File: src/design/poolad_pkg.sv
// shared types and constants for the pool admission block
// no dependencies; imported by every module of the block

package poolad_pkg;

	localparam int QUEUE_SLOTS = 16;
	localparam int ID_WIDTH    = 10;
	localparam int LEN_W       = $clog2(QUEUE_SLOTS + 1);
	localparam int CNT_W       = 10;
	localparam int FRAC_W      = 9;
	localparam int QLIM_W      = 5;

	typedef enum logic [1:0] {
		FUNC_ACQUIRE  = 2'd0,
		FUNC_RELEASE  = 2'd1,
		FUNC_WITHDRAW = 2'd2,
		FUNC_NONE     = 2'd3
	} func_t;

	typedef enum logic [1:0] {
		OUT_NONE    = 2'd0,
		OUT_GRANT   = 2'd1,
		OUT_REFUSED = 2'd2
	} outcome_t;

	typedef enum logic [1:0] {
		REG_MAX_CONN  = 2'd0,
		REG_RESERVE   = 2'd1,
		REG_QUEUE_LIM = 2'd2,
		REG_IDLE_LIM  = 2'd3
	} reg_idx_t;

	// control broadcast to every cell of the waiter chain
	typedef struct packed {
		logic                by_prio;
		logic [ID_WIDTH-1:0] key;
		logic                drop_first;
		logic                drop_head;
		logic [ID_WIDTH-1:0] new_id;
		logic                new_prio;
	} cell_ctl_t;

endpackage

File: src/design/poolad_cell.sv
// one waiter slot of the queue chain: holds an id and a priority mark
// depends on poolad_pkg

module poolad_cell import poolad_pkg::*; (
	input  logic                clk,
	input  cell_ctl_t           ctl,
	input  logic                occ,
	input  logic                load,
	input  logic [ID_WIDTH-1:0] nb_id,
	input  logic                nb_prio,
	input  logic                found_in,
	input  logic [ID_WIDTH-1:0] sel_in,
	output logic                found_out,
	output logic [ID_WIDTH-1:0] sel_out,
	output logic [ID_WIDTH-1:0] id_out,
	output logic                prio_out
);

	logic [ID_WIDTH-1:0] id_q;
	logic                prio_q;
	logic                hit;
	logic                shift;

	assign hit       = occ & (ctl.by_prio ? prio_q : (id_q == ctl.key));
	assign found_out = found_in | hit;
	assign sel_out   = (found_in | ~hit) ? sel_in : id_q;
	// every slot at or behind the removed one pulls from its right neighbor
	assign shift     = (ctl.drop_first & found_out) | ctl.drop_head;
	assign id_out    = id_q;
	assign prio_out  = prio_q;

	always_ff @(posedge clk) begin
		if (load) begin
			id_q   <= ctl.new_id;
			prio_q <= ctl.new_prio;
		end else if (shift) begin
			id_q   <= nb_id;
			prio_q <= nb_prio;
		end
	end

endmodule

File: src/design/poolad_chain.sv
// ordered waiter queue built as a row of poolad_cell slots
// depends on poolad_pkg and poolad_cell

module poolad_chain import poolad_pkg::*; (
	input  logic                clk,
	input  cell_ctl_t           ctl,
	input  logic [LEN_W-1:0]    len,
	input  logic                append,
	output logic                found_any,
	output logic [ID_WIDTH-1:0] sel_id,
	output logic [ID_WIDTH-1:0] head_id
);

	logic [QUEUE_SLOTS:0]                found;
	logic [QUEUE_SLOTS:0][ID_WIDTH-1:0]  sel;
	logic [QUEUE_SLOTS:0][ID_WIDTH-1:0]  ids;
	logic [QUEUE_SLOTS:0]                prios;

	assign found[0]           = 1'b0;
	assign sel[0]             = '0;
	assign ids[QUEUE_SLOTS]   = '0;
	assign prios[QUEUE_SLOTS] = 1'b0;

	for (genvar i = 0; i < QUEUE_SLOTS; i++) begin : g_slot
		logic occ;
		logic load;

		assign occ  = LEN_W'(i) < len;
		assign load = append & (len == LEN_W'(i));

		poolad_cell u_cell (
			.clk      (clk),
			.ctl      (ctl),
			.occ      (occ),
			.load     (load),
			.nb_id    (ids[i+1]),
			.nb_prio  (prios[i+1]),
			.found_in (found[i]),
			.sel_in   (sel[i]),
			.found_out(found[i+1]),
			.sel_out  (sel[i+1]),
			.id_out   (ids[i]),
			.prio_out (prios[i])
		);
	end

	assign found_any = found[QUEUE_SLOTS];
	assign sel_id    = sel[QUEUE_SLOTS];
	assign head_id   = ids[0];

endmodule

File: src/design/pool_admission_with_priority_reserve.sv
// top level of the pool admission block: config registers, counters, control
// depends on poolad_pkg and poolad_chain
// result strobe (done) is registered in ST_EXEC, the state entered at the accepting edge
// one item at a time: start is taken only in ST_IDLE; the queue search runs through the cell chain
// combinationally in ST_EXEC, busy covers that state. results cannot be stalled by the receiver.
// reset: counters and queue length clear, registers load 16 / 0 / 16 / 8

module pool_admission_with_priority_reserve import poolad_pkg::*; (
	input  logic                clk,
	input  logic                arst_n,
	input  logic                start,
	output logic                busy,
	input  logic [1:0]          func,
	input  logic [ID_WIDTH-1:0] request_id,
	input  logic                is_priority,
	input  logic                conn_open,
	output logic                done,
	output logic [1:0]          outcome,
	output logic [ID_WIDTH-1:0] granted_id,
	output logic                reused,
	input  logic                psel,
	input  logic                penable,
	input  logic                pwrite,
	input  logic [3:0]          paddr,
	input  logic [31:0]         pwdata,
	output logic [31:0]         prdata,
	output logic                pready
);

	localparam int CAP_W  = (LEN_W > QLIM_W) ? LEN_W : QLIM_W;
	localparam int PROD_W = CNT_W + FRAC_W;

	typedef enum logic {ST_IDLE, ST_EXEC} state_t;

	state_t state_q;

	logic [CNT_W-1:0]  max_q;
	logic [FRAC_W-1:0] frac_q;
	logic [QLIM_W-1:0] qlim_q;
	logic [CNT_W-1:0]  idle_lim_q;
	logic [CNT_W-1:0]  lim_norm;

	logic [CNT_W-1:0]    active_q;
	logic [CNT_W-1:0]    idle_q;
	logic [LEN_W-1:0]    len_q;
	func_t               func_q;
	logic [ID_WIDTH-1:0] id_q;
	logic                prio_q;
	logic                open_q;

	logic                done_q;
	outcome_t            outcome_q;
	logic [ID_WIDTH-1:0] gid_q;
	logic                reused_q;

	logic                cfg_wr;
	reg_idx_t            cfg_idx;
	logic [PROD_W-1:0]   prod;
	logic [CNT_W:0]      kept;

	cell_ctl_t           ctl;
	logic                append;
	logic                found_any;
	logic [ID_WIDTH-1:0] sel_id;
	logic [ID_WIDTH-1:0] head_id;

	logic [CAP_W-1:0]    cap;
	logic                full;
	logic [CNT_W-1:0]    act_rel;
	logic [CNT_W-1:0]    idle_rel;
	logic [CNT_W-1:0]    act_base;
	logic [CNT_W-1:0]    idle_base;
	logic                do_give;
	logic [ID_WIDTH-1:0] give_id;
	logic                refuse;
	logic                give_reused;
	logic [CNT_W-1:0]    act_next;
	logic [CNT_W-1:0]    idle_next;
	logic [LEN_W-1:0]    len_next;

	// config port
	assign pready  = 1'b1;
	assign cfg_wr  = psel & penable & pwrite;
	assign cfg_idx = reg_idx_t'(paddr[3:2]);

	always_comb begin
		case (cfg_idx)
			REG_MAX_CONN:  prdata = 32'(max_q);
			REG_RESERVE:   prdata = 32'(frac_q);
			REG_QUEUE_LIM: prdata = 32'(qlim_q);
			REG_IDLE_LIM:  prdata = 32'(idle_lim_q);
			default:       prdata = '0;
		endcase
	end

	always_ff @(posedge clk or negedge arst_n) begin
		if (!arst_n) begin
			max_q      <= CNT_W'(16);
			frac_q     <= '0;
			qlim_q     <= QLIM_W'(16);
			idle_lim_q <= CNT_W'(8);
		end else if (cfg_wr) begin
			case (cfg_idx)
				REG_MAX_CONN:  max_q      <= pwdata[CNT_W-1:0];
				REG_RESERVE:   frac_q     <= pwdata[FRAC_W-1:0];
				REG_QUEUE_LIM: qlim_q     <= pwdata[QLIM_W-1:0];
				REG_IDLE_LIM:  idle_lim_q <= pwdata[CNT_W-1:0];
				default: ;
			endcase
		end
	end

	// normal limit, max minus the reserved share
	assign prod = PROD_W'(max_q) * PROD_W'(frac_q);
	assign kept = prod[PROD_W-1:8];

	assign lim_norm = ({1'b0, max_q} > kept) ? (max_q - kept[CNT_W-1:0]) : '0;

	// decision for the item in flight
	assign cap  = (CAP_W'(qlim_q) < CAP_W'(QUEUE_SLOTS)) ? CAP_W'(qlim_q)
	                                                      : CAP_W'(QUEUE_SLOTS);
	assign full = CAP_W'(len_q) >= cap;

	assign act_rel  = (active_q == '0) ? '0 : active_q - CNT_W'(1);
	assign idle_rel = (open_q && idle_q < idle_lim_q) ? idle_q + CNT_W'(1) : idle_q;

	always_comb begin
		ctl.by_prio    = (func_q == FUNC_RELEASE);
		ctl.key        = id_q;
		ctl.drop_first = 1'b0;
		ctl.drop_head  = 1'b0;
		ctl.new_id     = id_q;
		ctl.new_prio   = prio_q;
		append         = 1'b0;
		do_give        = 1'b0;
		give_id        = id_q;
		refuse         = 1'b0;
		act_base       = active_q;
		idle_base      = idle_q;
		if (state_q == ST_EXEC) begin
			case (func_q)
				FUNC_ACQUIRE: begin
					if (active_q < (prio_q ? max_q : lim_norm)) begin
						do_give = 1'b1;
					end else if (full) begin
						refuse = 1'b1;
					end else begin
						append = 1'b1;
					end
				end
				FUNC_RELEASE: begin
					act_base  = act_rel;
					idle_base = idle_rel;
					// a waiting priority request blocks the normal-limit path
					if (found_any) begin
						if (act_rel < max_q) begin
							do_give        = 1'b1;
							give_id        = sel_id;
							ctl.drop_first = 1'b1;
						end
					end else if (len_q != '0 && act_rel < lim_norm) begin
						do_give       = 1'b1;
						give_id       = head_id;
						ctl.drop_head = 1'b1;
					end
				end
				FUNC_WITHDRAW: begin
					ctl.drop_first = found_any;
				end
				default: ;
			endcase
		end
	end

	assign give_reused = do_give & (idle_base != '0);
	assign act_next    = do_give ? act_base + CNT_W'(1) : act_base;
	assign idle_next   = give_reused ? idle_base - CNT_W'(1) : idle_base;

	always_comb begin
		len_next = len_q;
		if (append) begin
			len_next = len_q + LEN_W'(1);
		end else if (ctl.drop_first || ctl.drop_head) begin
			len_next = len_q - LEN_W'(1);
		end
	end

	poolad_chain u_chain (
		.clk      (clk),
		.ctl      (ctl),
		.len      (len_q),
		.append   (append),
		.found_any(found_any),
		.sel_id   (sel_id),
		.head_id  (head_id)
	);

	always_ff @(posedge clk or negedge arst_n) begin
		if (!arst_n) begin
			state_q   <= ST_IDLE;
			active_q  <= '0;
			idle_q    <= '0;
			len_q     <= '0;
			done_q    <= 1'b0;
			outcome_q <= OUT_NONE;
			gid_q     <= '0;
			reused_q  <= 1'b0;
			func_q    <= FUNC_NONE;
			id_q      <= '0;
			prio_q    <= 1'b0;
			open_q    <= 1'b0;
		end else begin
			done_q <= 1'b0;
			case (state_q)
				ST_IDLE: begin
					if (start) begin
						func_q  <= func_t'(func);
						id_q    <= request_id;
						prio_q  <= is_priority;
						open_q  <= conn_open;
						state_q <= ST_EXEC;
					end
				end
				ST_EXEC: begin
					active_q <= act_next;
					idle_q   <= idle_next;
					len_q    <= len_next;
					done_q   <= 1'b1;
					reused_q <= give_reused;
					if (do_give) begin
						outcome_q <= OUT_GRANT;
						gid_q     <= give_id;
					end else if (refuse) begin
						outcome_q <= OUT_REFUSED;
						gid_q     <= id_q;
					end else begin
						outcome_q <= OUT_NONE;
						gid_q     <= '0;
					end
					state_q <= ST_IDLE;
				end
				default: state_q <= ST_IDLE;
			endcase
		end
	end

	assign busy       = (state_q != ST_IDLE);
	assign done       = done_q;
	assign outcome    = outcome_q;
	assign granted_id = gid_q;
	assign reused     = reused_q;

	// an accepted beat is worked on in a single ST_EXEC state; in the next cycle busy is low and done is high
	a_exec_one: assert property (@(posedge clk) disable iff (!arst_n)
		busy |=> (!busy && done))
		else $error("exec did not finish in one cycle");

	a_accept: assert property (@(posedge clk) disable iff (!arst_n)
		(start && !busy) |=> busy)
		else $error("accepted beat did not start work");

	a_reuse_grant: assert property (@(posedge clk) disable iff (!arst_n)
		(done && outcome != OUT_GRANT) |-> !reused)
		else $error("reused flag without a grant");

	a_len_bound: assert property (@(posedge clk) disable iff (!arst_n)
		CAP_W'(len_q) <= CAP_W'(QUEUE_SLOTS))
		else $error("queue length beyond slot count");

	a_refuse_full: assert property (@(posedge clk) disable iff (!arst_n)
		(busy && refuse) |-> full)
		else $error("refusal with room in queue");

endmodule
File: config.mk
export PLATFORM = sky130hd
export DESIGN_NAME = pool_admission_with_priority_reserve
export DESIGN_NICKNAME = d
export VERILOG_FILES = /design/src/design/poolad_pkg.sv /design/src/design/poolad_cell.sv /design/src/design/poolad_chain.sv /design/src/design/pool_admission_with_priority_reserve.sv
export SDC_FILE = /design/constraint.sdc
export NUM_CORES = 1
export LEC_CHECK = 0
export CAP_MARGIN = 40
export CORE_UTILIZATION = 40
export DETAILED_ROUTE_END_ITERATION = 12
export DONT_BUFFER_PORTS = 1
export GPL_TIMING_DRIVEN = 0
export PLACE_DENSITY = 0.58
export SYNTH_ARGS = -nofsm -noshare
export SYNTH_HDL_FRONTEND = slang
export SYNTH_SLANG_ARGS = --single-unit
File: constraint.sdc
create_clock -name clk -period 9.7 [get_ports clk]
set_input_delay 1.94 -clock clk [delete_from_list [all_inputs] [get_ports clk]]
set_output_delay 1.94 -clock clk [all_outputs]
set_load 0.02 [all_outputs]
Yosys cells after proc, flatten, opt, wreduce, memory -nomap -nowiden
Cells that the tools add are included.
{"block": "classes", "addsub": 7, "multipliers": 1, "magnitude_cmp": 23, "eq_ne": 36, "n_mux": 140, "bitwise": 113, "reduce_logical": 32}
{"op": "2-to-1 mux 10 bit", "n": 64}
{"op": "equality test 10 bit", "n": 16}
{"op": "case mux 32 bit (4 select lines)", "n": 1}
{"op": "2-to-1 mux 1 bit", "n": 66}
{"op": "AND 1 bit", "n": 51}
{"op": "bitwise OR 1 bit", "n": 46}
{"op": "equality test 5 x 4 -> 1 bit (second input constant)", "n": 8}
{"op": "less-than comparator 10 bit", "n": 4}
{"op": "less-than comparator 4 x 5 -> 1 bit (first input constant)", "n": 8}
{"op": "nonzero test 2 bit", "n": 17}
{"op": "adder 10 x 1 -> 10 bit (second input constant)", "n": 2}
{"op": "equality test 5 x 3 -> 1 bit (second input constant)", "n": 4}
{"op": "less-than comparator 3 x 5 -> 1 bit (first input constant)", "n": 4}
{"op": "subtractor 10 x 1 -> 10 bit (second input constant)", "n": 2}
{"op": "multiplier 10 x 9 -> 19 bit", "n": 1}
{"op": "inverter 1 bit", "n": 16}
{"op": "2-to-1 mux 5 bit", "n": 3}
{"op": "AND reduction 2 bit", "n": 6}
{"op": "> comparator 10 x 11 -> 1 bit", "n": 1}
{"op": "equality test 5 x 2 -> 1 bit (second input constant)", "n": 2}
{"op": "logical NOT 10 bit", "n": 1}
{"op": "less-than comparator 1 x 5 -> 1 bit (first input constant)", "n": 2}
{"op": "less-than comparator 2 x 5 -> 1 bit (first input constant)", "n": 2}
{"op": "nonzero test 10 bit", "n": 1}
{"op": "15 further kinds", "n": 24}
{"block": "totals", "register_bits": 264, "inputBits": 56}

Depth between registers and ports, before layout
Gate-level depths: netlist of the first run.
{"block": "depth", "ltp_word": 25, "ltp_mapped": 42, "ltp_nobuf": 39}

Modules after synthesis
A second synthesis of the first run with hierarchy kept.
{"block": "hier_totals", "hier_cells": 1969, "hier_area_um2": 21576.9}
{"module": "poolad_cell", "instances": 16, "cells_each": 55, "area_each_um2": 739.5, "seq_area_each_um2": 330.3}
{"module": "pool_admission_with_priority_reserve", "instances": 1, "cells_each": 1037, "area_each_um2": 9465.3, "seq_area_each_um2": 2208.4}
{"module": "poolad_chain", "instances": 1, "cells_each": 52, "area_each_um2": 280.3, "seq_area_each_um2": 0.0}

Least setup slack after synthesis of the first run
OpenSTA, ideal clock, no wires.
{"block": "synth_timing", "kind": "register -> register", "startpoint": "reg max_q[4]", "endpoint": "reg u_chain.g_slot[10].u_cell.id_q[0] (enable)", "setup_ps": 369, "arrival_ps": 8803, "setup_slack_ps": 528, "stages_incl_launch_ff": 41, "path_buffers": 3, "synth_period_minus_slack_ps": 9172, "cell_sequence": "dfstp_2 -> clkbuf_1 -> nand2_1 -> fa_1 -> inv_1 -> fa_1 -> ha_1 -> fa_1 -> ha_1 -> and4_1 -> a2111oi_2 -> nor3_1 -> o21a_1 -> a311o_1 -> and2_1 -> o21ai_0 -> nand2b_1 -> a21oi_1 -> [5 not listed] -> a31oi_1 -> nor3_1 -> o31a_1 -> clkbuf_1 -> nand2_1 -> mux2_2 -> ha_1 -> a21oi_1 -> nor2b_1 -> o21ai_0 -> a21oi_1 -> a211oi_1 -> o41ai_4 -> nand4_2 -> nor2_1 -> nand3_1 -> buf_1 -> nand3_1"}
{"block": "synth_between", "elab_chain_len": 11, "word_cells_on_any_way": 23, "cone_classes": "1 x add/sub; 1 x mul; 4 x order compare; 12 x mux; 3 x bitwise; 2 x reduce/logical"}
{"item": "start, declared", "line": "pool_admission_with_priority_reserve.sv:37", "source": "logic [CNT_W-1:0] max_q;"}
{"item": "start signal, assigned", "line": "pool_admission_with_priority_reserve.sv:104", "source": "REG_MAX_CONN: max_q <= pwdata[CNT_W-1:0];"}
{"item": "multiplier 10 x 9 -> 19 bit", "line": "pool_admission_with_priority_reserve.sv:114", "source": "assign prod = PROD_W'(max_q) * PROD_W'(frac_q);"}
{"item": "subtractor 10 bit / > comparator 10 x 11 -> 1 bit (equally long branches)", "line": "pool_admission_with_priority_reserve.sv:117", "source": "assign lim_norm = ({1'b0, max_q} > kept) ? (max_q - kept[CNT_W-1:0]) : '0;"}
{"item": "2-to-1 mux 10 bit", "line": "pool_admission_with_priority_reserve.sv:117"}
{"item": "less-than comparator 10 bit", "line": "pool_admission_with_priority_reserve.sv:161", "source": "end else if (len_q != '0 && act_rel < lim_norm) begin"}
{"item": "logical AND 1 bit", "line": "pool_admission_with_priority_reserve.sv:161"}
{"item": "2-to-1 mux 1 bit", "line": "pool_admission_with_priority_reserve.sv:161"}
{"item": "2-to-1 mux 1 bit", "line": "pool_admission_with_priority_reserve.sv:155", "source": "if (found_any) begin"}
{"item": "2-to-1 mux 1 bit", "line": "pool_admission_with_priority_reserve.sv:141", "source": "case (func_q)"}
{"item": "2-to-1 mux 2 bit", "line": "pool_admission_with_priority_reserve.sv:140", "source": "if (state_q == ST_EXEC) begin"}
{"item": "bitwise OR 1 bit", "line": "poolad_cell.sv:28", "source": "assign shift = (ctl.drop_first & found_out) | ctl.drop_head;"}
{"item": "nonzero test 2 bit (no line) *"}
{"item": "end signal, assigned", "line": "poolad_cell.sv:34", "source": "id_q <= ctl.new_id;"}
{"item": "end signal, assigned", "line": "poolad_cell.sv:37", "source": "id_q <= nb_id;"}
{"item": "end, declared", "line": "poolad_cell.sv:19", "source": "logic [ID_WIDTH-1:0] id_q;"}
Mark *: on every way between the ends. The rest lies on a longest branch, timed or not.
A chain may end at the register's enable or synchronous reset.

Worst setup path in the final report of the first run
{"block": "layout_timing", "startpoint": "reg max_q[5]", "endpoint": "reg u_chain.g_slot[5].u_cell.id_q[7] (enable)"}
{"block": "layout_between", "elab_chain_len": 11, "word_cells_on_any_way": 23, "cone_classes": "1 x add/sub; 1 x mul; 4 x order compare; 12 x mux; 3 x bitwise; 2 x reduce/logical"}
{"item": "multiplier 10 x 9 -> 19 bit", "line": "pool_admission_with_priority_reserve.sv:114"}
{"item": "subtractor 10 bit / > comparator 10 x 11 -> 1 bit (equally long branches)", "line": "pool_admission_with_priority_reserve.sv:117"}
{"item": "2-to-1 mux 10 bit", "line": "pool_admission_with_priority_reserve.sv:117"}
{"item": "less-than comparator 10 bit", "line": "pool_admission_with_priority_reserve.sv:161"}
{"item": "logical AND 1 bit", "line": "pool_admission_with_priority_reserve.sv:161"}
{"item": "2-to-1 mux 1 bit", "line": "pool_admission_with_priority_reserve.sv:161"}
{"item": "2-to-1 mux 1 bit", "line": "pool_admission_with_priority_reserve.sv:155"}
{"item": "2-to-1 mux 1 bit", "line": "pool_admission_with_priority_reserve.sv:141"}
{"item": "2-to-1 mux 2 bit", "line": "pool_admission_with_priority_reserve.sv:140"}
{"item": "bitwise OR 1 bit", "line": "poolad_cell.sv:28"}
{"item": "nonzero test 2 bit (no line) *"}
{"item": "end signal, assigned", "line": "poolad_cell.sv:34"}
{"item": "end signal, assigned", "line": "poolad_cell.sv:37"}
{"item": "end, declared", "line": "poolad_cell.sv:19"}
Marked as above.

==> results of run 1 <==
-- placed cells by master (no fill, tap or decap), types with 28 or more instances in the layout --
cell,netlist,routed
sky130_fd_sc_hd__inv_1,120,120
sky130_fd_sc_hd__dfrtp_1,83,70
sky130_fd_sc_hd__edfxtp_1,176,176
sky130_fd_sc_hd__buf_4,34,72
sky130_fd_sc_hd__xnor2_1,80,80
sky130_fd_sc_hd__clkbuf_1,80,56
sky130_fd_sc_hd__buf_2,28,28
sky130_fd_sc_hd__nand3_1,45,39
sky130_fd_sc_hd__ha_1,98,93
sky130_fd_sc_hd__and2_1,61,58
sky130_fd_sc_hd__fa_1,57,54
sky130_fd_sc_hd__nand2_1,149,148
sky130_fd_sc_hd__nor2_1,73,71
sky130_fd_sc_hd__xor2_1,132,132
sky130_fd_sc_hd__mux2_2,212,212
sky130_fd_sc_hd__nor3_1,40,38
sky130_fd_sc_hd__o21ai_0,64,63
sky130_fd_sc_hd__a21oi_1,47,44
sky130_fd_sc_hd__nor4_1,41,38
sky130_fd_sc_hd__clkbuf_16,0,36
-- cells by family (layout without fill, tap and decap cells) --
| kind of cell | after synthesis | in the layout |
|---|---|---|
| AND/OR/NAND/NOR | 538 | 539 |
| AO/OA/AOI/OAI | 314 | 314 |
| buffers and inverters | 267 | 382 |
| flip-flops | 264 | 264 |
| multiplexers | 226 | 226 |
| XOR/XNOR | 212 | 212 |
| adder cells (fa/ha/maj) | 155 | 155 |
| other | 2 | 24 |
-- path summary, 6_finish.rpt --
kind,startpoint,to,slack [ns],cells past startpoint
worst max-delay path,max_q[5],u_chain.g_slot[5].u_cell.id_out[7],0.34,39
worst min-delay path,open_q,open_q,0.52,1
max in group asynchronous,arst_n,max_q[4],8.38,0
worst max register to register,max_q[5],u_chain.g_slot[5].u_cell.id_out[7],0.34,39
worst min register to register,open_q,open_q,0.52,1
min in group asynchronous,arst_n,reused,1.05,0
-- cell type report --
cell class / instances / area [um^2] / area share
multi-input cells: 1469 / 12200 / 0.518
flip-flops and latches: 264 / 7510 / 0.319
clock buffers: 40 / 903 / 0.0384
well taps: 672 / 841 / 0.0357
plain buffers: 139 / 812 / 0.0345
repair buffers: 69 / 694 / 0.0295
inverters: 120 / 450 / 0.0191
clock inverters: 14 / 129 / 0.00548
diodes: 1 / 2.50 / 0.000106
-- where the power goes --
part	leakage (nW)	internal [mW]	switching (mW)	total, mW
clock	0.510	0.705	0.501	1.21
sequential	2.66	1.57	0.393	1.97
combinational	6.31	2.48	3.40	5.88
-- through the flow --
step           cell area [um^2]  hold slack (ns)
3_3_place_gp              21400            0.495
6_report                  23500            0.525
4_1_cts                   23100            0.511
2_1_floorplan             20600            0.481
3_5_place_dp              21800            0.496
5_1_grt                   23500            0.541
-- flip-flops by register name (all words and copies together), names as in the netlist --
name,cells
id_q,10
u_chain.g_slot.u_cell.prio_out,16
granted_id,10
max_q,10
idle_lim_q,10
func_q,2
prio_q,1
reused,1
u_chain.g_slot.u_cell.id_out,160
open_q,1
busy,1
len_q,5
done,1
qlim_q,5
active_q,10
outcome,2
idle_q,10
frac_q,9
-- per-layer routing --
metal,part of all wire,wire length (um),global-route usage
met1,0.42,30900,0.385
met5,0,0,0
met2,0.45,33300,0.441
met4,0.039,2930,0.0992
met3,0.097,7210,0.0594
-- worst max-delay path: cells and delay by family, from the launching register on --
family,cells,cell delay (ns)
XOR/XNOR,1,0.08
AND/OR/NAND/NOR,12,2.19
multiplexers,1,0.28
flip-flops,1,0.48
buffers and inverters,8,0.92
AO/OA/AOI/OAI,10,2.23
adder cells (fa/ha/maj),7,2.87
-- repair_timing --
item | CTS | global route
setup buffers | 15 | 21
cloned | 1 | 2
gates resized for setup | 49 | 91
endpoints found under the setup margin | 390 | 388
pin swaps | 8 | 21
hold buffers | 0 | 0
hold endpoints to repair | 0 | 0
==> results.txt, run 1 <==
The run finished with clean final reports. The count of nets left with antenna violations after detail routing is 0. The time the worst path needs with I/O delays and setup came out at 9.36 ns. The clock reaches the later pin of the worst-skew pair after 0.59 ns. Of the synthesized area, sequential elements account for 0.365. The initial antenna violation count is 1. The number of remaining DRC errors is 0. Of the total synthesized cell area, the portion taken by XOR and XNOR cells is 0.0906. The slowest stage of the critical path is the sky130_fd_sc_hd__fa_1 cell. The number of DRC markers after the initial detailed-route iteration came out at 1868.

For the final database, setup skew stands at 0.0138 ns. The leakage power is between 9 and 10 nW. The count of boundary I/O pins came out at 104.

The post-synthesis instance total is 1978. The post-synth design cell area is roughly 20000 um^2. The peak supply drop came out at 0.329 mV. The number of sinks driven by the clock tree came out at roughly 260. The kind of end point of the critical path is a flip-flop.

The transition at the pin with the smallest max-transition slack is between 0.9 and 1 ns. The clock slew at the register clock pins of the worst setup and hold paths is 0.06 ns. On the worst path, the slowest cell contributes a delay of roughly 0.55 ns. The die area is 52200 um^2. Buffers placed on the I/O ports in this run total 0. The synthesized design spends more area on one cell type than any other, namely sky130_fd_sc_hd__edfxtp_1. After the flow finishes, the layout carries non-filler instances totaling 2788. The data arrival time of the critical path is roughly 9.7 ns. By area the synthesized netlist is led by sky130_fd_sc_hd__edfxtp_1 (26%), sky130_fd_sc_hd__mux2_2 (12%), sky130_fd_sc_hd__dfrtp_1 (10%).

The via count of the first global-routing pass is 16400. The global router's overall resource usage is 0.282. STA classifies the critical path startpoint as a flip-flop.

By count the netlist is led by sky130_fd_sc_hd__mux2_2 (212), sky130_fd_sc_hd__edfxtp_1 (176), sky130_fd_sc_hd__nand2_1 (149), sky130_fd_sc_hd__xor2_1 (132), sky130_fd_sc_hd__inv_1 (120). Across all layers, the routed design uses 16900 vias. The total count of max-transition violations in the final report is 0.

The number of warnings reported in the yosys synthesis log came out at 0. Measured against the total synthesized area, the mux share comes to 0.126. The number of hold violations in the final report came out at 0. TritonCTS built the clock tree. Global routing finished with a remaining overflow of 0. The number of search-and-repair iterations in the first detailed-routing pass is 6. The floorplan core area came out at between 50000 and 60000 um^2.

The max capacitance violation total came out at 0. Dividing the final minimum period by the clock period gives 0.965. Setup violations remaining at the end of the flow were counted as 0. Overall power consumption after layout is estimated at approximately 9.1 mW. After detailed routing, the average wire length per cell comes to 26.7 um. The power per cell area is 385 nW/um^2. The share of synthesized area in the top cell type comes to 0.258.

In the routed layout, each cell is associated on average with a via count of 6.05. The critical path is of the flip-flop to flip-flop type. In this run the number of H-tree levels came out at 1. The number of filler instances in the final layout came out at 4629. The post-layout worst setup margin is approximately 0.34 ns. The fraction of the mapped netlist area in compound gates came out at 0.109.

The relative max-transition margin came out at 0.364. The async set-or-reset flop fraction in the synthesized netlist is 0.333. The first-pass GRT wire length is 110 mm.

The most used standard cell by instance count after synthesis is sky130_fd_sc_hd__mux2_2. By area, the combinational part of the netlist is dominated by simple AND/OR/NAND/NOR gates. The layout cell share with drive strength beyond 1 came out at 0.235. The initial cell density of the core is 0.407. STA puts the critical path data required time at 10.00 ns.

The clock buffer count from CTS came out at 30. The cell count after placement came out at about 2700. The final weighted congestion in routability-driven placement came out at 1.00.

The final standard cell utilization of the core came out at 0.467. After synthesis, the netlist uses just under 90 different library cells. The fmax is 107 MHz.

The post-synthesis sequential element count came out at 264. The die width is 228 um. The cell sitting at the root of the clock tree is a sky130_fd_sc_hd__clkbuf_16. The detailed placement HPWL is ~56 mm. The worst-case clock buffer depth is 3. The floorplan die height came out at 228 um. The area growth from synthesis to layout is 14.8%. The post-synthesis adder-cell area fraction is 0.115.

The final-stage net count came out at 2304. Entering global routing, the biggest net connects 89 pins. The synthesized area per cell came out at 10.4 um^2.

The sum of negative setup slack is 0 ns. The most instantiated flip-flop cell in the synthesis netlist is sky130_fd_sc_hd__edfxtp_1. The row count came out at roughly 80. The total routed wirelength came out at between 70 and 80 mm.

Along the worst path, the maximum fanout reaches 10. The worst hold path belongs to the class flip-flop to flip-flop. The count of flip-flops with a built-in enable after synthesis came out at approximately 180. Of the total synthesized cell area, the portion taken by AND, OR, NAND and NOR gates is 0.136. At the placement stage, the worst setup path has a slack of -1.36 ns.
(Power assumes the default switching activity.)
==> inputs of run 2 (changes only) <==
--- a/config.mk
+++ b/config.mk
@@ -6,11 +6,12 @@
 export NUM_CORES = 1
 export LEC_CHECK = 0
 export CAP_MARGIN = 40
-export CORE_UTILIZATION = 40
+export CORE_UTILIZATION = 35
+export CTS_BUF_LIST = sky130_fd_sc_hd__clkbuf_16
 export DETAILED_ROUTE_END_ITERATION = 12
 export DONT_BUFFER_PORTS = 1
 export GPL_TIMING_DRIVEN = 0
-export PLACE_DENSITY = 0.58
+export PLACE_DENSITY = 0.53
 export SYNTH_ARGS = -nofsm -noshare
 export SYNTH_HDL_FRONTEND = slang
 export SYNTH_SLANG_ARGS = --single-unit
==> results.txt, run 2 (synthesis gave the netlist of run 1 again) <==
The final weighted congestion in routability-driven placement is 0.940 (-6.1%). The total routed wirelength is 74.9 mm (+0.69%). The number of DRC markers after the initial detailed-route iteration is 1594 (-15%). Leaving out fill and tap cells, the most frequent cell in the layout is sky130_fd_sc_hd__mux2_2. The transition at the pin with the smallest max-transition slack was 0.973 ns (+0.0261 ns). The initial cell density of the core came to 0.355 (-0.0523). The total buffers and inverters traversed by the critical path is 7 (-1). The detailed placement HPWL came out at 56.5 mm (+0.16%). The critical path's largest stage delay came out at 0.60 ns (+0.05 ns). The number of search-and-repair iterations in the first detailed-routing pass is 6 (unchanged). The die width came out at 244 um (+6.8%).

The final setup violation count came out at 0 (unchanged). The floorplan core area was 57800 um^2 (+15%). The smallest hold slack came out at 0.549 ns (+0.0243 ns).

The layout cell share with drive strength beyond 1 is 0.233 (-0.00229). The layout overhead on the synthesized area is 14.7% (about the same). The largest driver fanout on the critical path came out at 5 (-5). The number of sinks driven by the clock tree is 264 (unchanged). The count of vias placed by the detailed router is 16500 (-1.9%). The critical setup path kind is flip-flop to flip-flop. The pin count of the biggest net entering global routing is 89 (unchanged). Clock tree synthesis selected as its root buffer the cell sky130_fd_sc_hd__clkbuf_16. The data required time of the worst path was 10.01 ns (about the same). The flip-flop count of the largest register after layout is 160 (unchanged).

The count of hold-fix buffers inserted at cts was 0 (unchanged). The first-pass GRT wire length is 110 mm (-0.41%). In the layout the commonest cells are sky130_fd_sc_hd__mux2_2 (212), sky130_fd_sc_hd__edfxtp_1 (176), sky130_fd_sc_hd__nand2_1 (147). The cell area after placement was 21900 um^2 (+0.49%). The via count of the first global-routing pass is 16300 (-0.51%). The peak supply drop came out at 0.340 mV (+3.4%). The number of remaining DRC errors came out at 0 (unchanged). The fmax is 107 MHz (+0.25%). The relative max-transition margin came out at 0.346 (-0.0179). The power per cell area was 380 nW/um^2 (-1.2%). The row count came to 88 (+7.3%).

The number of diodes added for antenna fixing came out at 0 (-1). The initial antenna violation count came out at 1 (unchanged). The data arrival time of the critical path came out at 9.65 ns (-0.02 ns). The cell count after placement is 2794 (+3.4%).

The worst setup path is launched from a flip-flop. The count of boundary I/O pins came out at 104 (unchanged). The number of levels the H-tree was split into is 1 (unchanged). The max capacitance violation total is 0 (unchanged). The area of all placed cells without fillers was 23500 um^2 (about the same).

TritonCTS built the clock tree. The clock buffer count from CTS is 30 (unchanged). The slowest stage of the critical path is the sky130_fd_sc_hd__dfstp_2 cell. The floorplan die height came out at 244 um (+6.8%). The total chip power is 8.94 mW (-1.3%).

The total count of max-transition violations in the final report is 0 (unchanged). The worst setup path is captured at a flip-flop. The path class of the tightest hold or removal check is flip-flop to flip-flop. Broken down by cell family, the worst path's largest delay share belongs to compound AO/OA/AOI/OAI gates. The die area came to 59600 um^2 (+14%). The time the worst path needs with I/O delays and setup came to 9.34 ns (-0.0232 ns).

The cell that appears most often on the critical path is sky130_fd_sc_hd__fa_1. The count of nets left with antenna violations after detail routing came out at 0 (unchanged). The clock latency at the later pin of the worst-skew pair was 0.60 ns (about the same). The final-stage net count came out at 2299 (-0.22%). The global router's overall resource usage is 0.247 (-0.0350). The final clock period utilization by the worst path is 0.963 (-0.00239). The clock slew at the register clock pins of the worst setup and hold paths is 0.06 ns (about the same).

The mean number of vias per cell was 5.75 (-4.8%). The worst-case clock buffer depth came out at 3 (unchanged). The number of hold violations in the final report is 0 (unchanged). The leakage power came out at 9.42 nW (-0.54%).

The final instance count without filler cells came out at 2875 (+3.1%). The flow ran to the end, and the final reports show no timing, DRC or antenna violations. The setup clock skew after layout is 0.0136 ns (-0.000192 ns). The count of buffers from port buffering came out at 0 (unchanged). The sum of overflow across all layers after global routing came to 0 (unchanged). The per-cell routed wire length came out at 26.0 um (-2.4%).
run 2: repair_timing:
action / in CTS / in global routing
pin swaps: 7 / 17
hold endpoints to repair: 0 / 0
endpoints found under the setup margin: 390 / 388
setup buffers: 16 / 21
gates resized for setup: 59 / 74
gates cloned: 0 / 2
run 2: power by group:
part | switching (mW) | internal (mW)
sequential | 0.383 | 1.57
combinational | 3.43 | 2.44
clock | 0.500 | 0.616
run 2: worst min-delay path, stage by stage, from the launching register on:
cell	delay, ns
sky130_fd_sc_hd__dfstp_2	0.37
sky130_fd_sc_hd__inv_1	0.08
sky130_fd_sc_hd__o21ai_0	0.09
run 2: through the flow:
stage | setup TNS, ns | worst slack (ns) | util
2_1_floorplan | 0 | 0.528 | -
6_report | 0 | 0.360 | 0.407
3_5_place_dp | -393.15 | -1.57 | 0.378
3_3_place_gp | -359.85 | -1.46 | 0.373
4_1_cts | 0 | 0.00924 | 0.401
5_1_grt | -0.130 | -0.0293 | 0.407
run 2: area by class of cell:
type                            instances  area, um^2
Buffer                                135         769
Fill cell                            5546       34300
Clock buffer                           32         801
Timing Repair Buffer                   69         718
Tap cell                              765         957
Multi-Input combinational cell       1468       12200
Inverter                              120         450
Clock inverter                         22         129
Sequential cell                       264        7510
run 2: final timing paths:
| kind | startpoint | cells past startpoint | slack (ns) | end |
|---|---|---|---|---|
| hold reg to reg | idle_lim_q[3] | 2 | 0.55 | idle_lim_q[3] |
| hold / removal | idle_lim_q[3] | 2 | 0.55 | idle_lim_q[3] |
| min in group asynchronous | arst_n | 0 | 1.04 | id_q[5] |
| setup reg to reg | max_q[4] | 38 | 0.36 | u_chain.g_slot[5].u_cell.id_out[5] |
| max in group asynchronous | arst_n | 0 | 8.46 | qlim_q[4] |
| setup / recovery | max_q[4] | 38 | 0.36 | u_chain.g_slot[5].u_cell.id_out[5] |
run 2: routing by layer:
metal,global-route usage,wire [um],vias to the layer above
met5,0,0,-
met4,0.106,3750,0
met3,0.0333,5240,169
met2,0.410,34900,710
met1,0.321,31000,8340
li1,-,-,7325
